### config.mk
export PLATFORM = sky130hd
export DESIGN_NAME = rbst_merge
export DESIGN_NICKNAME = d
export VERILOG_FILES = /design/src/design/rbst_pkg.sv /design/src/design/rbst_merge.sv
export SDC_FILE = /design/constraint.sdc
export NUM_CORES = 1
export LEC_CHECK = 0
export BUFFER_PORTS_ARGS = -buffer_cell sky130_fd_sc_hd__buf_4
export CORE_AREA = 2 2 118 120
export DETAILED_ROUTE_END_ITERATION = 10
export DIE_AREA = 0 0 120 122
export PLACE_DENSITY = 0.95
export SKIP_LAST_GASP = 1
export SLEW_MARGIN = 10
export SYNTH_ARGS = -nofsm -noshare
export SYNTH_HDL_FRONTEND = slang
export SYNTH_SLANG_ARGS = --single-unit
### constraint.sdc
create_clock -name vclk -period 24.2
set_clock_uncertainty 0.1 [all_clocks]
set_input_delay 2.42 -clock vclk [all_inputs]
set_output_delay 2.42 -clock vclk [all_outputs]
set_load 0.01 [all_outputs]
### src/design/rbst_pkg.sv
// Package for the ray/box slab test core: widths, codes, lane structs and
// the saturating sign/magnitude helper. No dependencies.
package rbst_pkg;

  localparam int COORD_W   = 32;
  localparam int FRAC_BITS = 16;
  localparam int NUM_LANES = 3;
  // |corner - origin| needs one more bit than a coordinate
  localparam int MAG_W     = COORD_W + 1;
  localparam int PROD_W    = MAG_W + COORD_W;
  localparam int SAT_W     = PROD_W - FRAC_BITS;
  // quotient bits of 2^(2*FRAC_BITS) / |d|
  localparam int DIV_STEPS = 2 * FRAC_BITS + 1;
  localparam int DIV_CNT_W = $clog2(DIV_STEPS + 1);

  typedef logic signed [COORD_W-1:0] coord_t;

  localparam coord_t COORD_MAXPOS = {1'b0, {(COORD_W-1){1'b1}}};
  localparam coord_t COORD_MINNEG = {1'b1, {(COORD_W-1){1'b0}}};
  localparam logic [SAT_W-1:0] SAT_MAXPOS = (SAT_W'(1) << (COORD_W-1)) - SAT_W'(1);
  localparam logic [SAT_W-1:0] SAT_NEGLIM = SAT_W'(1) << (COORD_W-1);

  typedef enum logic {
    ACT_LOAD = 1'b0,
    ACT_TEST = 1'b1
  } action_t;

  typedef struct packed {
    logic load;
    logic test;
    logic mul;
    logic sat;
  } lane_ctrl_t;

  typedef struct packed {
    logic   div_busy;
    coord_t t_entry;
    coord_t t_exit;
  } lane_stat_t;

  // Apply sign to a magnitude and clamp to the signed coordinate range.
  function automatic coord_t sat_mag(input logic neg, input logic [SAT_W-1:0] mag);
    if (!neg) begin
      return (mag > SAT_MAXPOS) ? COORD_MAXPOS : coord_t'(mag[COORD_W-1:0]);
    end else if (mag > SAT_NEGLIM) begin
      return COORD_MINNEG;
    end else begin
      return coord_t'(COORD_W'(0) - mag[COORD_W-1:0]);
    end
  endfunction

endpackage

### src/design/rbst_merge.sv
// Merge stage: narrows the test interval by the per-lane entries and exits
// and forms the hit flag. Uses rbst_pkg.
module rbst_merge import rbst_pkg::*; (
  input  lane_stat_t lane_stat [NUM_LANES],
  input  coord_t     t_lo,
  input  coord_t     t_hi,
  output logic       hit
);

  coord_t lo;
  coord_t hi;

  always_comb begin
    lo = t_lo;
    hi = t_hi;
    for (int i = 0; i < NUM_LANES; i++) begin
      if (coord_t'(lane_stat[i].t_entry) > lo) lo = lane_stat[i].t_entry;
      if (coord_t'(lane_stat[i].t_exit) < hi) hi = lane_stat[i].t_exit;
    end
    hit = (lo < hi);
  end

endmodule

Yosys cells after proc, flatten, opt, wreduce, memory -nomap -nowiden --
Cells that the tools add are included. W data, S select, Z words.
Operators by class: order comparisons 7, mux-type cells 6
Operators with widths (number):
- $mux W32 | 6
- $lt A32 B32 Y1 | 4
- $gt A32 B32 Y1 | 3
Word-level totals: register bits 0, bits of input ports 259, output and inout bits 1, logic and storage cells 13

Longest topological paths before layout --
Gate-level depths: netlist of run 1.
depth after elaboration 7, mapped depth 47, mapped depth without buffers 43

Least setup slack after synthesis of run 1 --
No wires, ideal clock.
kind in2out, start input port t_hi[4], end output port hit, arrival 11265 ps, data required time 21680 ps, path slack 10415 ps, stages 46, buffers on the path 4, cells stage by stage inv_1 > ha_1 > a211oi_2 > o21ai_1 > a31o_1 > a211o_1 > a21oi_4 > or2_1 > clkbuf_1 > clkbuf_1 > a21oi_1 > ha_1 > a21o_1 > a21oi_1 > o221ai_1 > a21oi_1 > a2111oi_0 > nor2_1 > (+10 left out) > a221o_1 > a2bb2oi_1 > nand4b_1 > a221o_1 > o211ai_4 > buf_12 > mux2i_1 > ha_1 > a21o_1 > a21o_1 > a21o_1 > a21o_1 > a21o_1 > a211o_1 > a21o_1 > o22ai_1 > nand2_1 > o311ai_1
On the way: longest elaborated chain between the ends 7
RTL lines:
- from (decl) | line rbst_merge.sv:6 | input coord_t t_hi,
- $lt A32 B32 Y1 | line rbst_merge.sv:18 | if (coord_t'(lane_stat[i].t_exit) < hi) hi = lane_stat[i].t_exit;
- $mux W32 (*) | line rbst_merge.sv:18
- $lt A32 B32 Y1 | line rbst_merge.sv:18
- $mux W32 (*) | line rbst_merge.sv:18
- $lt A32 B32 Y1 | line rbst_merge.sv:18
- $mux W32 (*) | line rbst_merge.sv:18
- $lt A32 B32 Y1 (*) | line rbst_merge.sv:20 | hit = (lo < hi);
- to (decl) | line rbst_merge.sv:7 | output logic hit
Mark *: on every way between the ends. The rest lies on a longest branch, timed or not.

Final worst setup path of run 1 --
start input port lane_stat[134] (netlist name), end output port hit
On the way: longest elaborated chain between the ends 7
RTL lines:
- from (decl) | line rbst_merge.sv:4 | input lane_stat_t lane_stat [NUM_LANES],
- $lt A32 B32 Y1 | line rbst_merge.sv:18
- $mux W32 (*) | line rbst_merge.sv:18
- $lt A32 B32 Y1 | line rbst_merge.sv:18
- $mux W32 (*) | line rbst_merge.sv:18
- $lt A32 B32 Y1 | line rbst_merge.sv:18
- $mux W32 (*) | line rbst_merge.sv:18
- $lt A32 B32 Y1 (*) | line rbst_merge.sv:20
Marks and branches as above.

==> out/metrics.yaml, run 1 <==
floorplanning:
  placeableCoreArea_um2: 13500
  rows: 43
  initial_core_util_pct: 56.6
  die_h_um: 122
  pin_count: 260
  die_x_um: 120
  design.die.area_um2: 14600
sta:
  finalCritPeriodShare_pct: 66.1
  hold_viol: 0
  max_freq_mhz: 62.5
  setup_viol: 0
  tightest_slew_ns: 1.09
  rsz0062_at_grt: "false"
  slew_viol_final: 0
  min_period_ns: 16.00
  setup_tns_ns: 0
  slew_headroom_pct: 27.4
hold_path:
  hold_path_class: "in -> out"
finish:
  clock_buffers: 0
  final_core_util_pct: 71.4
  seq_cell_count: 0
  drive_above_1_share_pct: 21.7
  regArea_um2: 0
  num-fill-cells: 1151
  synthToLayoutAreaGrowth_pct: 26.3
  final_nets: 1757
  antenna_cells: 0
  multiInputGateArea_um2: 6960
setup_path:
  slowest_delay_ns: 0.85
  crit_fanout: 62
  required_ns: 21.68
  critPathSlowestCell: "or2_2"
  cp.arrival_ns: 13.48
  critPathLaunchType: "input port"
  end_kind: "primary output"
  worst-setup-path-type: "in -> out"
power:
  leakagePower_nw: 5.49
  ir_drop_mv: 0.0427
  cellPowerDensity_nw_per_um2: 53.3
yosys:
  syn_area_per_cell_um2: 7.30
  postSynthCellCount: 1046
  ys_seq_area_share_pct: 0
  yosys.area.top_type: "ha_1"
  syn_area_um2: 7640
  yosys-top-cells-area: "ha_1 36%, mux2i_1 12%, inv_1 6.6%"
  synth_warnings: 0
  yosysUniqueCellTypes: 69
  yosysTopAreaCellShare_pct: 36.0
  synth_nets: 1525
clock_network:
  cts_resized: 0
  cts_setup_buffers: 0
  cts_hold_buf: 0
global_route:
  antenna_found_initial: 0
  overflow: 0
  first_global_vias: 8263
  grt_max_degree: 66
  grt_pass1_wl_um: 36200
  grt.total_usage_pct: 29.5
placed_design:
  io_buffers: 257
  gp_congestion: 0.955
  dpl.hpwl_um: 20100
routing:
  drtPass1Iterations: 5
  routedWlPerCell_um: 15.6
  via_count: 8547
  vias_per_cell: 5.87
  finalWirelength_um: 22700
  drc: 0
  antenna_left: 0
  drt_iter0_markers: 585
run_status:
  status: "finished, final reports clean"
flow_run:
  cap_viol_max_count: 0
==> stage by stage <==
stage	hold WS (ns)	setup slack [ns]	power [mW]	instances	instance area, um2
finish	5.26	8.20	0.514	1456	9650
global route	5.29	7.40	0.581	1456	9650
CTS	5.26	8.36	0.512	1456	9650
detailed placement	5.25	8.40	0.509	1456	9650
global placement	5.25	8.74	0.488	1456	9650
floorplan	5.00	10.42	0.389	1046	7640
==> worst max-delay path, delay by kind of cell <==
family | cells | cell delay, ns
and+or+nand+nor | 8 | 2.35
muxes | 3 | 0.66
adders and majority gates | 4 | 1.28
AOI/OAI and AO/OA | 21 | 5.44
buffers and inverters | 5 | 1.29
==> cells in the mapped netlist, types with 3 or more instances <==
| library cell | number |
|---|---|
| a2111oi_0 | 3 |
| a211o_1 | 6 |
| a211oi_1 | 7 |
| a21o_1 | 53 |
| a21oi_1 | 79 |
| a221oi_1 | 3 |
| a2bb2oi_1 | 3 |
| and3_1 | 3 |
| buf_1 | 3 |
| buf_12 | 3 |
| buf_4 | 6 |
| clkbuf_1 | 18 |
| ha_1 | 220 |
| inv_1 | 135 |
| mux2i_1 | 95 |
| nand2_1 | 98 |
| nand3_1 | 12 |
| nand3b_1 | 3 |
| nand4_1 | 40 |
| nor2_1 | 59 |
| nor2b_1 | 11 |
| nor3_1 | 12 |
| nor4_1 | 9 |
| o2111ai_1 | 3 |
| o211ai_1 | 11 |
| o21a_1 | 12 |
| o21ai_0 | 31 |
| o21ai_1 | 54 |
| o21bai_1 | 3 |
| or3_1 | 3 |
==> power breakdown <==
group	total (mW)	switching [mW]	internal, mW
Combinational	0.514	0.280	0.234
Sequential	0	0	0
Clock	0	0	0
Total	0.514	0.280	0.234
==> layer usage <==
metal,vias up,track usage (%),part of all wire (%)
met1,3839,35.5,41
met2,310,54.3,49
met5,-,0,0
met3,80,3.00,5.8
li1,4318,-,-
met4,0,10.4,4.1
==> logic make-up after synthesis <==
group,Yosys count,synth area share (%)
compound gates,298,25.3
buf+inv,166,9.11
mux,99,13.2
simple gates,263,16.4
fa+ha+maj,220,36.0
==> layout make-up <==
type	instances	share of cell area, %
Multi-Input combinational cell	880	72.1
Inverter	135	5.25
Timing Repair Buffer	261	20.3
Tap cell	180	2.33
==> layout by cell type (no fill, tap or decap), types with 2 or more instances in the layout <==
cell type | synthesis | layout
a221o_1 | 2 | 2
nand2b_1 | 2 | 2
o211a_1 | 2 | 2
and4_1 | 2 | 2
or3_1 | 3 | 3
a211oi_2 | 2 | 2
ha_1 | 220 | 220
a2bb2oi_1 | 3 | 3
a211oi_1 | 7 | 7
mux2i_1 | 95 | 95
a2111oi_0 | 3 | 3
a211o_1 | 6 | 6
nor3_1 | 12 | 12
a21o_1 | 53 | 53
buf_4 | 6 | 261
and3_1 | 3 | 3
o21a_1 | 12 | 12
nor2_1 | 59 | 59
nand3b_1 | 3 | 3
a21oi_4 | 1 | 2
nand2_1 | 98 | 98
o31ai_1 | 2 | 2
nand3_1 | 12 | 12
o21ai_0 | 31 | 31
o2111ai_1 | 3 | 3
a221oi_1 | 3 | 3
nand4b_1 | 2 | 2
nand4_1 | 40 | 40
nor4_1 | 9 | 9
o21ai_1 | 54 | 54
nor2b_1 | 11 | 11
inv_1 | 135 | 135
o21bai_1 | 3 | 3
o211ai_1 | 11 | 11
a21oi_1 | 79 | 78
mux2_2 | 1 | 2
==> final timing paths <==
check | start | end | slack (ns) | cells past startpoint
max | lane_stat[134] | hit | 8.20 | 41
min | lane_stat[32] | hit | 5.26 | 5
(Power assumes the default switching activity.)
==> run 2, diff against run 1 <==
Settings changed: CORE_AREA 2 2 118 120 to 2 2 128 130, DIE_AREA 0 0 120 122 to 0 0 130 132, PLACE_DENSITY 0.95 to 0.93.
Clock period 24.2 ns to 13.4 ns, I/O delays scaled along.
==> run 2 against run 1 <==
Net effect:
- flip-flop and latch count did not move
- sequential share of layout area is the same
- critical path depth up 5
- combinational power is 87% higher
- non-clock buffer count grew 16
- first-iteration DRC count fell by 32%
- worst hold slack worse by 2.2 ns
- cell area increased by 2.0%
- die area is 17% higher
- routed wire length is 2.4% higher
- core utilization shrank 8.8 points
- critical path type unchanged
- critical endpoint unchanged
==> out/metrics.yaml, run 2 (synthesis results as in run 1) <==
placed_design:
  placedCellCount: 1503  # +3.2%
  gp_congestion: 0.944  # -1.2%
  io_buffers: 257  # unchanged
  dpl.hpwl_um: 21000  # +4.6%
  pre_cts_slack_ns: 0.573  # -7.83 ns
sta:
  rsz0062_at_grt: "false"
  setup_tns_ns: 0  # unchanged
  slew_viol_final: 0  # unchanged
  tightest_slew_ns: 0.796  # -0.293 ns
  max_freq_mhz: 80.2
  slew_headroom_pct: 46.8  # +19 points
  hold_ws_ns: 3.10  # -2.16 ns
  finalCritPeriodShare_pct: 93.1
  hold_viol: 0  # unchanged
  layout_setup_ws_ns: 0.927  # -7.28 ns
  setup_viol: 0  # unchanged
  min_period_ns: 12.47
global_route:
  grt_max_degree: 40  # -39%
  grt_pass1_wl_um: 37700  # +4.3%
  overflow: 0  # unchanged
  first_global_vias: 8495  # +2.8%
  antenna_found_initial: 0  # unchanged
  grt.total_usage_pct: 26.1  # -3.4 points
floorplanning:
  pin_count: 260  # unchanged
  initial_core_util_pct: 48.6  # -8.0 points
  die_x_um: 130  # +8.3%
  design.die.area_um2: 17200  # +17%
  die_h_um: 132  # +8.2%
  placeableCoreArea_um2: 15700  # +16%
  rows: 46  # +7.0%
finish:
  seq_cell_count: 0  # unchanged
  final_common_cell: "buf_4"
  final_nets: 1774  # +0.97%
  final_cell_mix: "276 x buf_4, 220 x ha_1, 135 x inv_1"
  antenna_cells: 0  # unchanged
  synthToLayoutAreaGrowth_pct: 28.8
  drive_above_1_share_pct: 22.8  # +1.1 points
  clock_buffers: 0  # unchanged
  regArea_um2: 0  # unchanged
  stdcell_count: 1509  # +3.6%
routing:
  vias_per_cell: 5.62  # -4.2%
  drt_iter0_markers: 400  # -32%
  drc: 0  # unchanged
  drtPass1Iterations: 5  # unchanged
  routedWlPerCell_um: 15.4  # -1.2%
  via_count: 8488  # -0.69%
  antenna_left: 0  # unchanged
  finalWirelength_um: 23200  # +2.4%
setup_path:
  startpoint: "lane_stat[134]"
  critPathSlowestCell: "a2111oi_0"
  critical_path_buf_inv_count: 6  # +1
  cp.arrival_ns: 11.03  # -2.45 ns
  critPathLaunchType: "input port"
  slowest_delay_ns: 0.54  # -0.31 ns
  required_ns: 11.96  # -9.72 ns
  critical-path-top-delay-family: "compound AO/OA/AOI/OAI gates"
  crit_top_cell: "a21o_1"
  worst-setup-path-type: "in -> out"
  end_kind: "primary output"
  crit_fanout: 17  # -73%
hold_path:
  min_from: "lane_stat[32]"
  hold_path_class: "in -> out"
power:
  ir_drop_mv: 0.0666  # +56%
  leakagePower_nw: 5.58  # +1.6%
  cellPowerDensity_nw_per_um2: 97.5  # +83%
  power_uw: 959  # +87%
flow_run:
  cap_viol_max_count: 0  # unchanged
clock_network:
  cts_hold_buf: 0  # unchanged
run_status:
  status: "finished, final reports clean"
-- run 2: metal layers --
metal / share of wire [%] / vias up / GRT usage [%]
met5: 0 / - / 0
met4: 3.2 / 0 / 6.63
met3: 6.0 / 52 / 3.41
met2: 48 / 269 / 47.3
met1: 43 / 3812 / 32.1
li1: - / 4355 / -
-- run 2: what timing repair did --
action,CTS,global route
setup endpoints to repair,0,1
buffers inserted,0,5
gates resized for setup,0,2
hold endpoints to repair,0,0
-- run 2: final timing paths --
path	depth (start not counted)	to	slack [ns]
setup / recovery	46	hit	0.93
hold / removal	5	hit	3.10
-- run 2: layout make-up --
cell class	count	area, um2
fill	1457	5870
inverter	135	507
multi-input combinational	881	6970
tap	216	270
timing repair buffer	277	2090
-- run 2: per-stage QoR --
step	cell area, um2	utilization [%]
after detailed placement	9790	62.3
after global placement	9790	62.3
final	9840	62.6
after floorplan	7640	-
after global routing	9840	62.6
after CTS	9790	62.3
-- run 2: power by group --
group / leakage, nW / internal (mW) / switching, mW
clock: 0 / 0 / 0
sequential: 0 / 0 / 0
combinational: 5.58 / 0.445 / 0.514
==> run 3, diff against run 2 <==
Settings changed: ABC_AREA from default to 1, CORE_AREA 2 2 128 130 to 2 2 124 126, DIE_AREA 0 0 130 132 to 0 0 126 128, PLACE_DENSITY 0.93 to 0.92.
==> run 3 against run 2 <==
Net effect:
- global-route usage decreased by 0.37 points
- cell area decreased by 7.7%
- cell count increased by 4.0%
- power increased by 3.5%
- sequential share of layout area unchanged
- combinational power increased by 3.5%
- flip-flop and latch count unchanged
- first-iteration DRC count increased by 12%
- critical path depth increased by 2
- non-clock buffer count decreased by 13
- core utilization decreased by 1.5 points
- critical path type unchanged
- largest power group unchanged
- highest routed layer unchanged
==> out/metrics.yaml, run 3 <==
setup_path:
  required_ns: 11.96  # about the same
  critical_path_buf_inv_count: 8  # +2
  crit_fanout: 45  # +28
  critPathLaunchType: "input port"
  crit_top_cell: "nand2_1"
  startpoint: "lane_stat[179]"
  critical-path-top-delay-family: "compound AO/OA/AOI/OAI gates"
  crit_cells: 48  # +4.3%
  worst-setup-path-type: "in -> out"
  slowest_delay_ns: 0.52  # -0.02 ns
  crit_end: "hit"
  end_kind: "primary output"
  cp.arrival_ns: 10.97  # -0.06 ns
  critPathSlowestCell: "a32oi_4"
yosys:
  syn_area_per_cell_um2: 6.03  # -17%
  synth.area.mux_share_pct: 0  # -13 points
  syn_area_um2: 6960  # -8.9%
  yosysUniqueCellTypes: 31  # -55%
  synth_nets: 1633  # +7.1%
  synthAdderAreaFrac_pct: 39.5  # +3.5 points
  synth-simple-area-share_pct: 26.7  # +10 points
  synth-compound-area-share_pct: 26.2  # +0.86 points
  synth_xor_area_share_pct: 0  # unchanged
  synth_top_family_by_area: "adder cells"
  yosys.area.top_type: "ha_1"
  yosysTopAreaCellShare_pct: 39.5  # +3.5 points
  synth_warnings: 0  # unchanged
  yosys-top-cells-area: "ha_1 40%, nand2_1 17%, o21ai_0 12%"
  synth.most_common_cell: "nand2_1"
  synthTopCellsByCount: "309 x nand2_1, 220 x ha_1, 172 x o21ai_0"
  postSynthCellCount: 1154  # +10%
  ys_seq_area_share_pct: 0  # unchanged
routing:
  via_count: 8615  # +1.5%
  drtPass1Iterations: 6  # +1
  routedWlPerCell_um: 13.7  # -11%
  vias_per_cell: 5.49  # -2.4%
  antenna_left: 0  # unchanged
  drc: 0  # unchanged
  finalWirelength_um: 21500  # -7.4%
  drt_iter0_markers: 449  # +12%
finish:
  drive_above_1_share_pct: 20.3  # -2.5 points
  final_cell_mix: "307 x nand2_1, 264 x buf_4, 220 x ha_1"
  final_core_util_pct: 61.1  # -1.5 points
  final_common_cell: "nand2_1"
  synthToLayoutAreaGrowth_pct: 30.5
  seq_cell_count: 0  # unchanged
  antenna_cells: 0  # unchanged
  regArea_um2: 0  # unchanged
  final_nets: 1863  # +5.0%
  design_area_um2: 9090  # -7.7%
  clock_buffers: 0  # unchanged
sta:
  setup_viol: 0  # unchanged
  hold_viol: 0  # unchanged
  slew_viol_final: 0  # unchanged
  rsz0062_at_grt: "false"
  slew_headroom_pct: 30.8  # -16 points
  tightest_slew_ns: 1.03  # +0.239 ns
  max_freq_mhz: 80.6  # +0.54%
  setup_tns_ns: 0  # unchanged
  min_period_ns: 12.41  # -0.0671 ns
  finalCritPeriodShare_pct: 92.6  # -0.50 points
floorplanning:
  rows: 45  # -2.2%
  design.die.area_um2: 16100  # -6.0%
  pin_count: 260  # unchanged
  placeableCoreArea_um2: 14900  # -5.4%
  die_h_um: 128  # -3.0%
  die_x_um: 126  # -3.1%
  initial_core_util_pct: 46.8  # -1.8 points
global_route:
  overflow: 0  # unchanged
  antenna_found_initial: 0  # unchanged
  first_global_vias: 8147  # -4.1%
  grt_pass1_wl_um: 35500  # -5.8%
  grt_max_degree: 63  # +57%
  grt.total_usage_pct: 25.7  # -0.37 points
hold_path:
  holdPathStages: 7  # +2
  hold_path_class: "in -> out"
  min_from: "lane_stat[63]"
power:
  cellPowerDensity_nw_per_um2: 109  # +12%
  leakagePower_nw: 4.94  # -12%
  ir_drop_mv: 0.0990  # +49%
run_status:
  status: "finished, final reports clean"
flow_run:
  cap_viol_max_count: 0  # unchanged
placed_design:
  placed_cell_area_um2: 9070  # -7.3%
  gp_congestion: 0.918  # -2.8%
  dpl.hpwl_um: 19200  # -8.5%
  io_buffers: 257  # unchanged
[run 3: cell count changes after synthesis, sizes merged, moves of 23 or more]
cell / change
a21oi: +44
inv: -30
nand2: +215
mux2i: -96
nand4: -23
a21o: -52
o21ai: +89
[run 3: layout make-up]
cell class	count	area, um2
Multi-Input combinational cell	1013	6480
Fill cell	1459	5780
Timing Repair Buffer	264	1980
Inverter	105	394
Tap cell	188	235
[run 3: how the worst min path moves through the flow]
| stage | to | slack, ns |
|---|---|---|
| global route | hit | 3.34 |
| finish | hit | 3.28 |
| global placement | hit | 3.26 |
| detailed placement | hit | 3.27 |
| floorplan | hit | 3.02 |
| CTS | hit | 3.27 |
[run 3: through the flow]
stage               worst slack [ns]  hold slack (ns)  std cells  total power, mW
floorplan                       3.39             3.02       1154            0.708
global placement                1.19             3.26       1570            0.944
detailed placement             0.945             3.27       1570            0.987
CTS                            0.897             3.27       1570            0.992
global route                  0.0476             3.34       1570             1.16
finish                         0.994             3.28       1570            0.993
[run 3: metal layers]
layer / GRT usage, % / part of all wire, %
met5: 0 / 0
met4: 4.72 / 2.2
met3: 1.50 / 5.5
met2: 48.8 / 50
met1: 32.3 / 43
[run 3: power by group]
group          switching (mW)  internal [mW]
sequential                  0              0
combinational           0.597          0.395
clock                       0              0
[run 3: cell families after synthesis]
logic type,Yosys count
AOI/OAI and AO/OA,339
adders and majority gates,220
buffers and inverters,141
and+or+nand+nor,454
[run 3: timing repair]
item | CTS | global route
buffers inserted | 0 | 0
gates resized for setup | 0 | 2
setup endpoints to repair | 0 | 1
hold buffers | 0 | 0
